`src/rtl/utf8d_pkg.sv`:
```
// Package for the UTF-8 stream decoder: result status codes, register
// indexes and the structs passed between the decoder modules.
// No dependencies.
package utf8d_pkg;

  // Result status codes
  localparam logic [2:0] ST_OK       = 3'd0;
  localparam logic [2:0] ST_BAD_LEAD = 3'd1;
  localparam logic [2:0] ST_BAD_CONT = 3'd2;
  localparam logic [2:0] ST_TRUNC    = 3'd3;
  localparam logic [2:0] ST_END_ERR  = 3'd4;
  localparam logic [2:0] ST_TOO_WIDE = 3'd5;
  localparam logic [2:0] ST_NUL      = 3'd6;

  // Configuration register indexes
  localparam logic CFG_WIDE_CHARS_32 = 1'b0;
  localparam logic CFG_REJECT_NUL    = 1'b1;

  localparam int unsigned CP_W = 31;

  // Configuration register contents
  typedef struct packed {
    logic wide_chars_32;
    logic reject_nul;
  } utf8d_cfg_t;

  // Registered input word
  typedef struct packed {
    logic       valid;
    logic [7:0] data_byte;
    logic       last_byte;
  } utf8d_word_t;

  // One decoded result, valid when the word produces a result
  typedef struct packed {
    logic            valid;
    logic [CP_W-1:0] code_point;
    logic [2:0]      seq_length;
    logic [2:0]      status;
    logic            end_of_string;
  } utf8d_result_t;

endpackage

```
`src/rtl/utf8d_in_stage.sv`:
```
// Input register of the UTF-8 stream decoder: captures one word per accept
// and holds it until the decode step consumes it.
// Depends on utf8d_pkg.
module utf8d_in_stage
  import utf8d_pkg::*;
(
  input  logic        clk,
  input  logic        rst_n,
  input  logic        in_valid,
  input  logic        in_stall,
  input  logic [7:0]  in_data_byte,
  input  logic        in_last_byte,
  input  logic        consume,
  output utf8d_word_t word
);

  logic       valid_r, valid_nxt;
  logic [7:0] byte_r;
  logic       last_r;
  logic       accept;

  assign accept = in_valid && !in_stall;

  // Refill on accept, drop once consumed, otherwise hold
  always_comb begin
    valid_nxt = valid_r;
    if (accept) begin
      valid_nxt = 1'b1;
    end else if (consume) begin
      valid_nxt = 1'b0;
    end
  end

  always_ff @(posedge clk) begin
    if (!rst_n) begin
      valid_r <= 1'b0;
    end else begin
      valid_r <= valid_nxt;
    end
  end

  // Capture payload on accept
  always_ff @(posedge clk) begin
    if (accept) begin
      byte_r <= in_data_byte;
      last_r <= in_last_byte;
    end
  end

  assign word.valid     = valid_r;
  assign word.data_byte = byte_r;
  assign word.last_byte = last_r;

endmodule

```
`src/rtl/utf8d_decode.sv`:
```
// Decode step of the UTF-8 stream decoder: sequence state registers and the
// combinational logic that turns one word into zero or one result.
// Depends on utf8d_pkg.
module utf8d_decode
  import utf8d_pkg::*;
(
  input  logic          clk,
  input  logic          rst_n,
  input  utf8d_word_t   word,
  input  logic          step,
  input  utf8d_cfg_t    cfg,
  output utf8d_result_t result
);

  logic [CP_W-1:0] partial_r, partial_nxt;
  logic [2:0]      pending_r, pending_nxt;
  logic [2:0]      size_r, size_nxt;
  logic            poisoned_r, poisoned_nxt;

  logic [7:0]      b;
  logic            last;
  logic [2:0]      lead_size;
  logic [CP_W-1:0] lead_bits;
  logic [CP_W-1:0] cand_val;
  logic [2:0]      cand_size;
  logic            err;
  logic [2:0]      err_code;
  logic            done;

  assign b    = word.data_byte;
  assign last = word.last_byte;

  // Classify the lead byte; size zero marks a bad lead
  always_comb begin
    lead_size = 3'd0;
    lead_bits = '0;
    casez (b)
      8'b0???_????: begin
        lead_size = 3'd1;
        lead_bits = {{(CP_W-7){1'b0}}, b[6:0]};
      end
      8'b110?_????: begin
        lead_size = 3'd2;
        lead_bits = {{(CP_W-5){1'b0}}, b[4:0]};
      end
      8'b1110_????: begin
        lead_size = 3'd3;
        lead_bits = {{(CP_W-4){1'b0}}, b[3:0]};
      end
      8'b1111_0???: begin
        lead_size = 3'd4;
        lead_bits = {{(CP_W-3){1'b0}}, b[2:0]};
      end
      8'b1111_10??: begin
        lead_size = 3'd5;
        lead_bits = {{(CP_W-2){1'b0}}, b[1:0]};
      end
      8'b1111_110?: begin
        lead_size = 3'd6;
        lead_bits = {{(CP_W-1){1'b0}}, b[0]};
      end
      default: begin
        lead_size = 3'd0;
        lead_bits = '0;
      end
    endcase
  end

  // Next state and result for the word in the input register
  always_comb begin
    partial_nxt  = partial_r;
    pending_nxt  = pending_r;
    size_nxt     = size_r;
    poisoned_nxt = poisoned_r;
    cand_val     = partial_r;
    cand_size    = size_r;
    err          = 1'b0;
    err_code     = ST_OK;
    done         = 1'b0;

    result.valid         = 1'b0;
    result.code_point    = '0;
    result.seq_length    = 3'd0;
    result.status        = ST_OK;
    result.end_of_string = last;

    if (poisoned_r) begin
      // Drop words until the end of the string
      if (last) begin
        result.valid  = 1'b1;
        result.status = ST_END_ERR;
        partial_nxt   = '0;
        pending_nxt   = 3'd0;
        size_nxt      = 3'd0;
        poisoned_nxt  = 1'b0;
      end
    end else begin
      if (pending_r == 3'd0) begin
        // Open a sequence
        if (lead_size == 3'd0) begin
          err      = 1'b1;
          err_code = ST_BAD_LEAD;
        end else begin
          cand_val    = lead_bits;
          cand_size   = lead_size;
          partial_nxt = lead_bits;
          size_nxt    = lead_size;
          pending_nxt = lead_size - 3'd1;
          if (lead_size == 3'd1) begin
            done = 1'b1;
          end else if (last) begin
            err      = 1'b1;
            err_code = ST_TRUNC;
          end
        end
      end else begin
        // Continuation byte
        if (last && pending_r > 3'd1) begin
          err      = 1'b1;
          err_code = ST_TRUNC;
        end else if (b[7:6] != 2'b10) begin
          err      = 1'b1;
          err_code = ST_BAD_CONT;
        end else begin
          cand_val    = {partial_r[CP_W-7:0], b[5:0]};
          partial_nxt = cand_val;
          pending_nxt = pending_r - 3'd1;
          done        = (pending_r == 3'd1);
        end
      end

      // Completion checks on a finished sequence
      if (done) begin
        if (!cfg.wide_chars_32 && cand_size > 3'd3) begin
          err      = 1'b1;
          err_code = ST_TOO_WIDE;
        end else if (cfg.reject_nul && cand_val == '0) begin
          err      = 1'b1;
          err_code = ST_NUL;
        end else begin
          result.valid      = 1'b1;
          result.code_point = cand_val;
          result.seq_length = cand_size;
          partial_nxt       = '0;
          pending_nxt       = 3'd0;
          size_nxt          = 3'd0;
          poisoned_nxt      = 1'b0;
        end
      end

      // Error result: poison the rest of the string unless it ends here
      if (err) begin
        result.valid  = 1'b1;
        result.status = err_code;
        partial_nxt   = '0;
        pending_nxt   = 3'd0;
        size_nxt      = 3'd0;
        poisoned_nxt  = !last;
      end
    end

    // A word that does not step produces nothing
    if (!(step && word.valid)) begin
      result.valid = 1'b0;
    end
  end

  // Advance the sequence state only when the word is consumed
  always_ff @(posedge clk) begin
    if (!rst_n) begin
      partial_r  <= '0;
      pending_r  <= 3'd0;
      size_r     <= 3'd0;
      poisoned_r <= 1'b0;
    end else if (step && word.valid) begin
      partial_r  <= partial_nxt;
      pending_r  <= pending_nxt;
      size_r     <= size_nxt;
      poisoned_r <= poisoned_nxt;
    end
  end

endmodule

```
`src/rtl/utf8_stream_decoder.sv`:
```
// Top level of the UTF-8 stream decoder: configuration registers, input
// register, decode step and result register.
// Depends on utf8d_pkg, utf8d_in_stage and utf8d_decode.
//
//  channel | ports                                         | direction
//  --------+-----------------------------------------------+----------
//  in      | in_valid, in_stall, in_data_byte, in_last_byte | byte in
//  out     | out_valid, out_stall, out_code_point,          | result out
//          | out_seq_length, out_status, out_end_of_string  |
//  cfg     | cfg_we, cfg_index, cfg_wdata                   | write only
//
// One byte per clock while in_stall is low; an accepted byte's result (if any)
// passes through the input register, decode and the result register.
// The decode state updates as each byte moves into the result register.
// in_stall rises only while a held byte cannot move because the result
// register is full and out_stall is high.
// Synchronous active-low reset clears state; configuration resets to wide
// characters (sequences of up to six bytes) with NUL accepted.
module utf8_stream_decoder
  import utf8d_pkg::*;
(
  input  logic            clk,
  input  logic            rst_n,
  input  logic            in_valid,
  output logic            in_stall,
  input  logic [7:0]      in_data_byte,
  input  logic            in_last_byte,
  output logic            out_valid,
  input  logic            out_stall,
  output logic [CP_W-1:0] out_code_point,
  output logic [2:0]      out_seq_length,
  output logic [2:0]      out_status,
  output logic            out_end_of_string,
  input  logic            cfg_we,
  input  logic            cfg_index,
  input  logic            cfg_wdata
);

  utf8d_cfg_t    cfg_r;
  utf8d_word_t   word;
  utf8d_result_t result;
  logic          out_free;
  logic          step;
  logic          out_valid_r, out_valid_nxt;
  logic [CP_W-1:0] cp_r;
  logic [2:0]    len_r;
  logic [2:0]    status_r;
  logic          eos_r;

  // Configuration writes
  always_ff @(posedge clk) begin
    if (!rst_n) begin
      cfg_r.wide_chars_32 <= 1'b1;
      cfg_r.reject_nul    <= 1'b0;
    end else if (cfg_we) begin
      case (cfg_index)
        CFG_WIDE_CHARS_32: cfg_r.wide_chars_32 <= cfg_wdata;
        CFG_REJECT_NUL:    cfg_r.reject_nul    <= cfg_wdata;
        default:           cfg_r               <= cfg_r;
      endcase
    end
  end

  // Flow control: the held byte moves when the result register can load
  assign out_free = !out_valid_r || !out_stall;
  assign step     = word.valid && out_free;
  assign in_stall = word.valid && !out_free;

  utf8d_in_stage u_in_stage (
    .clk          (clk),
    .rst_n        (rst_n),
    .in_valid     (in_valid),
    .in_stall     (in_stall),
    .in_data_byte (in_data_byte),
    .in_last_byte (in_last_byte),
    .consume      (step),
    .word         (word)
  );

  utf8d_decode u_decode (
    .clk    (clk),
    .rst_n  (rst_n),
    .word   (word),
    .step   (step),
    .cfg    (cfg_r),
    .result (result)
  );

  // Result register: load on step, hold while stalled
  always_comb begin
    out_valid_nxt = out_valid_r && out_stall;
    if (out_free) begin
      out_valid_nxt = result.valid;
    end
  end

  always_ff @(posedge clk) begin
    if (!rst_n) begin
      out_valid_r <= 1'b0;
    end else begin
      out_valid_r <= out_valid_nxt;
    end
  end

  always_ff @(posedge clk) begin
    if (out_free && result.valid) begin
      cp_r     <= result.code_point;
      len_r    <= result.seq_length;
      status_r <= result.status;
      eos_r    <= result.end_of_string;
    end
  end

  assign out_valid         = out_valid_r;
  assign out_code_point    = cp_r;
  assign out_seq_length    = len_r;
  assign out_status        = status_r;
  assign out_end_of_string = eos_r;

`ifndef NO_ASSERTIONS
  // Error results carry no character
  a_err_zero: assert property (@(posedge clk) disable iff (!rst_n)
    out_valid && out_status != ST_OK |-> out_code_point == '0 && out_seq_length == 3'd0)
    else $error("error result carries a character");

  // Good results carry a sequence length of one to six
  a_ok_len: assert property (@(posedge clk) disable iff (!rst_n)
    out_valid && out_status == ST_OK |-> out_seq_length != 3'd0 && out_seq_length <= 3'd6)
    else $error("good result with bad sequence length");

  // Input stalls only behind a full, stalled result register
  a_stall_cause: assert property (@(posedge clk) disable iff (!rst_n)
    in_stall |-> out_valid_r && out_stall && word.valid)
    else $error("input stalled without cause");

  // Closing status only at the end of a string
  a_end_err: assert property (@(posedge clk) disable iff (!rst_n)
    out_valid && out_status == ST_END_ERR |-> out_end_of_string)
    else $error("closing result not at end of string");
`endif

endmodule
```
`config.mk`:
```
export PLATFORM = sky130hd
export DESIGN_NAME = utf8_stream_decoder
export DESIGN_NICKNAME = d
export VERILOG_FILES = /design/src/rtl/utf8d_pkg.sv /design/src/rtl/utf8d_in_stage.sv /design/src/rtl/utf8d_decode.sv /design/src/rtl/utf8_stream_decoder.sv
export SDC_FILE = /design/constraint.sdc
export NUM_CORES = 1
export LEC_CHECK = 0
export BUFFER_PORTS_ARGS = -buffer_cell sky130_fd_sc_hd__buf_2
export CAP_MARGIN = 20
export CORE_ASPECT_RATIO = 0.9
export CORE_UTILIZATION = 25
export DETAILED_ROUTE_END_ITERATION = 6
export PLACE_DENSITY_LB_ADDON = 0.2
export SYNTH_ARGS = -nofsm -noshare
export SYNTH_HDL_FRONTEND = slang
export SYNTH_SLANG_ARGS = --single-unit
```
`constraint.sdc`:
```
create_clock -name clk -period 5.42 [get_ports clk]
set_input_delay 1.084 -clock clk [delete_from_list [all_inputs] [get_ports clk]]
set_output_delay 1.084 -clock clk [all_outputs]
set_load 0.01 [all_outputs]
```
==> flow_summary.yaml <==
outcome:
  status: "finished, final reports clean"
timing:
  min_period_over_period: 0.677
  rsz0062_at_grt: "false"
  min_period_ns: 3.67
  slew_headroom: 0.336
  worst_slack_ns: 1.75
  fin_skew_ns: 0.00899
  max_freq_mhz: 273
  setup_viol: 0
  hold_violations: 0
  drv_slew: 0
  final.setup.tns_ns: 0
  tightest_slew_ns: 0.996
power:
  p_per_area_mw_per_mm2: 305
  leakage_nw: 1.70
  fin_total_pwr_mw: 1.54
  ir_drop_uv: 145
critical_path:
  crit_required_ns: 5.50
  reg2reg_depth: 12
  cp_slowest_stage_delay_ns: 0.50
  r2r_start: "u_in_stage.byte_r[3]$_DFFE_PP_"
  crit_chain: "nand2_1 > nor2_1 > o211ai_1 > ha_1 > inv_1 > o221ai_2 > nor2_1 > a221oi_1 > and4_1 > a311o_1 > buf_4 > nor2_1"
  crit_top_cell: "nor2_1"
  reg2reg_slack_ns: 1.75
  path_max_fanout: 34
  worstSetupPathType: "flop to flop"
  cp-end-kind: "flop"
  worst_r2r_endpoint: "out_code_point[3]$_SDFFCE_PP0P_"
  slowest_stage: "edfxtp_1"
  worst-endpoint-arrival_ns: 3.75
  startpoint_type: "flop"
hold_path:
  worstHoldStart: "u_decode.size_r[1]$_SDFFE_PN0P_"
  hold_path.class: "flop to flop"
  hold_end: "u_decode.size_r[1]$_SDFFE_PN0P_"
  hold_depth: 2
final_layout:
  drive_gt1_frac: 0.180
  regArea_sq_mm: 0.00225
  fillCellCount: 1759
  fin_cells: 684
  nNetsFinal: 490
  layout_common_cells: "a22oi_1, buf_2, edfxtp_1"
  multi_input_area_sq_mm: 0.00191
  area.growth.synth_to_final_pct: 17.9
  diodes: 0
routing:
  highest_layer: "met4"
  postRouteAntennaNets: 0
  wl_met3_um: 753
  drt-met1-wl_um: 6070
  met2_wirelength_um: 4970
  drt_iter0_markers: 284
  drt-wirelength-per-cell_um: 17.4
  drt-vias-per-instance: 5.16
  vias: 3528
  finalWirelength_um: 11900
  drc: 0
  drt_pass1_iterations: 4
clock_tree:
  cts.clk_slew.worst_paths_ns: 0.07
  cts_sinks: 89
  clock_path_buffers: 2
  post-cts-setup-buffer-count: 0
  clock_latency_ns: 0.35
  htree_levels: 3
  root_buffer: "clkbuf_16"
  cts_hold_buf: 0
  cts_inserted_buffers: 9
  cts_resized: 0
  cts_tree: "built"
placement:
  dpl.cell_count: 667
  numPortBuffers: 55
  place.gp.congestion: 0.834
  pre_cts_slack_ns: 1.78
  place_hpwl_um: 8320
synthesis:
  synth.area.top_cells: "edfxtp_1, dfxtp_1, a22oi_1, nor2b_1, nor2_1"
  synth_top_area_share: 0.329
  synth_top_area_cell: "edfxtp_1"
  synth.distinct_cells: 48
  synth_edf_count: 47
  syn_nets: 445
  ys_async_sr_fraction: 0
  syn_area_per_cell_sq_um: 10.1
  yosysWarningCount: 0
  synth_cells: 423
  synth_area_sq_mm: 0.00429
  ys_seq_area_frac: 0.525
  synth-seq-cells: 89
  synth_ff_type: "edfxtp_1"
die:
  ios: 56
  fp.dieArea_sq_mm: 0.0177
  row_count: 45
  die_w_um: 140
  die_h_um: 126
  start_util: 0.255
  core_sq_mm: 0.0168
global_route:
  grt_pass1_vias: 3280
  grt_max_degree: 44
  overflow: 0
  antenna_found_initial: 0
  grt_pass1_wl_um: 18900
  grt.total_usage: 0.141
flow_run:
  cap_violations: 0
## layout make-up
| class | count | area share |
|---|---|---|
| Sequential cell | 89 | 0.445 |
| Timing Repair Buffer | 61 | 0.0658 |
| Tap cell | 211 | 0.0522 |
| Clock buffer | 10 | 0.0453 |
| Clock inverter | 6 | 0.00866 |
| Inverter | 8 | 0.00594 |
| Multi-Input combinational cell | 299 | 0.377 |
## power breakdown
group,total [mW],switching (mW),leakage (nW),internal [mW]
Combinational,0.202,0.134,0.796,0.0677
Clock,0.577,0.265,0.133,0.312
Sequential,0.762,0.0196,0.767,0.742
## layer usage
| metal | global-route usage | vias to the layer above |
|---|---|---|
| li1 | - | 1693 |
| met1 | 0.207 | 1705 |
| met2 | 0.194 | 121 |
| met3 | 0.0433 | 9 |
| met4 | 0.0420 | 0 |
| met5 | 0 | - |
## critical path: cells and delay by family, from the launching register on
kind	cells	cell delay, ns
AOI/OAI and AO/OA	4	1.37
buffers and inverters	2	0.45
and+or+nand+nor	5	0.74
adders and majority gates	1	0.35
DFF	1	0.50
## cell families (layout without fill, tap and decap cells)
| kind of cell | after synthesis | after routing | synth area share |
|---|---|---|---|
| adders and majority gates | 6 | 6 | 0.0175 |
| buffers and inverters | 35 | 85 | 0.0373 |
| and+or+nand+nor | 157 | 157 | 0.188 |
| AOI/OAI and AO/OA | 132 | 132 | 0.223 |
| muxes | 4 | 4 | 0.00933 |
| DFF | 89 | 89 | 0.525 |
## through the flow
step	instance area [sq um]	utilization	hold slack (ns)
after global routing	5060	0.300	0.529
after CTS	5040	0.299	0.488
after detailed placement	4760	0.283	0.478
after global placement	4760	0.283	0.481
final	5060	0.300	0.488
after floorplan	4290	-	0.424
## cells in the mapped netlist, drive strengths merged (3+ instances only)
cell type  instances
and3               5
a21oi             12
a32oi              4
and2               5
or4                5
nor3               7
a221oi             4
ha                 6
buf                6
nand3              5
nand2b             8
o32ai              4
a211oi             3
edfxtp            47
inv                8
a22oi             55
mux2i              4
a31oi              3
nor2              47
nand2             26
nor2b             33
o21ai             21
dfxtp             42
nand4              6
a21boi            10
clkbuf            21
nor4               4
## sequential cells by signal (all words and copies together), names as in the netlist
signal and count:
u_decode.partial_r 31, out_status 3, u_decode.size_r 3, out_code_point 31, out_end_of_string 1, u_in_stage.valid_r 1, cfg_r 2, u_decode.poisoned_r 1
u_decode.pending_r 3, u_in_stage.last_r 1, u_in_stage.byte_r 8, out_seq_length 3, out_valid 1
## how the worst max path moves through the flow
stage	slack, ns	to	start
global placement	1.84	out_code_point[3]$_SDFFCE_PP0P_	u_in_stage.byte_r[6]$_DFFE_PP_
finish	1.75	out_code_point[3]$_SDFFCE_PP0P_	u_in_stage.byte_r[3]$_DFFE_PP_
CTS	1.76	out_code_point[3]$_SDFFCE_PP0P_	u_in_stage.byte_r[2]$_DFFE_PP_
global route	1.44	out_code_point[3]$_SDFFCE_PP0P_	u_in_stage.byte_r[3]$_DFFE_PP_
detailed placement	1.78	out_code_point[3]$_SDFFCE_PP0P_	u_in_stage.byte_r[2]$_DFFE_PP_
floorplan	1.49	out_code_point[0]$_SDFFCE_PP0P_	u_in_stage.byte_r[3]$_DFFE_PP_
(Power assumes the default switching activity.)
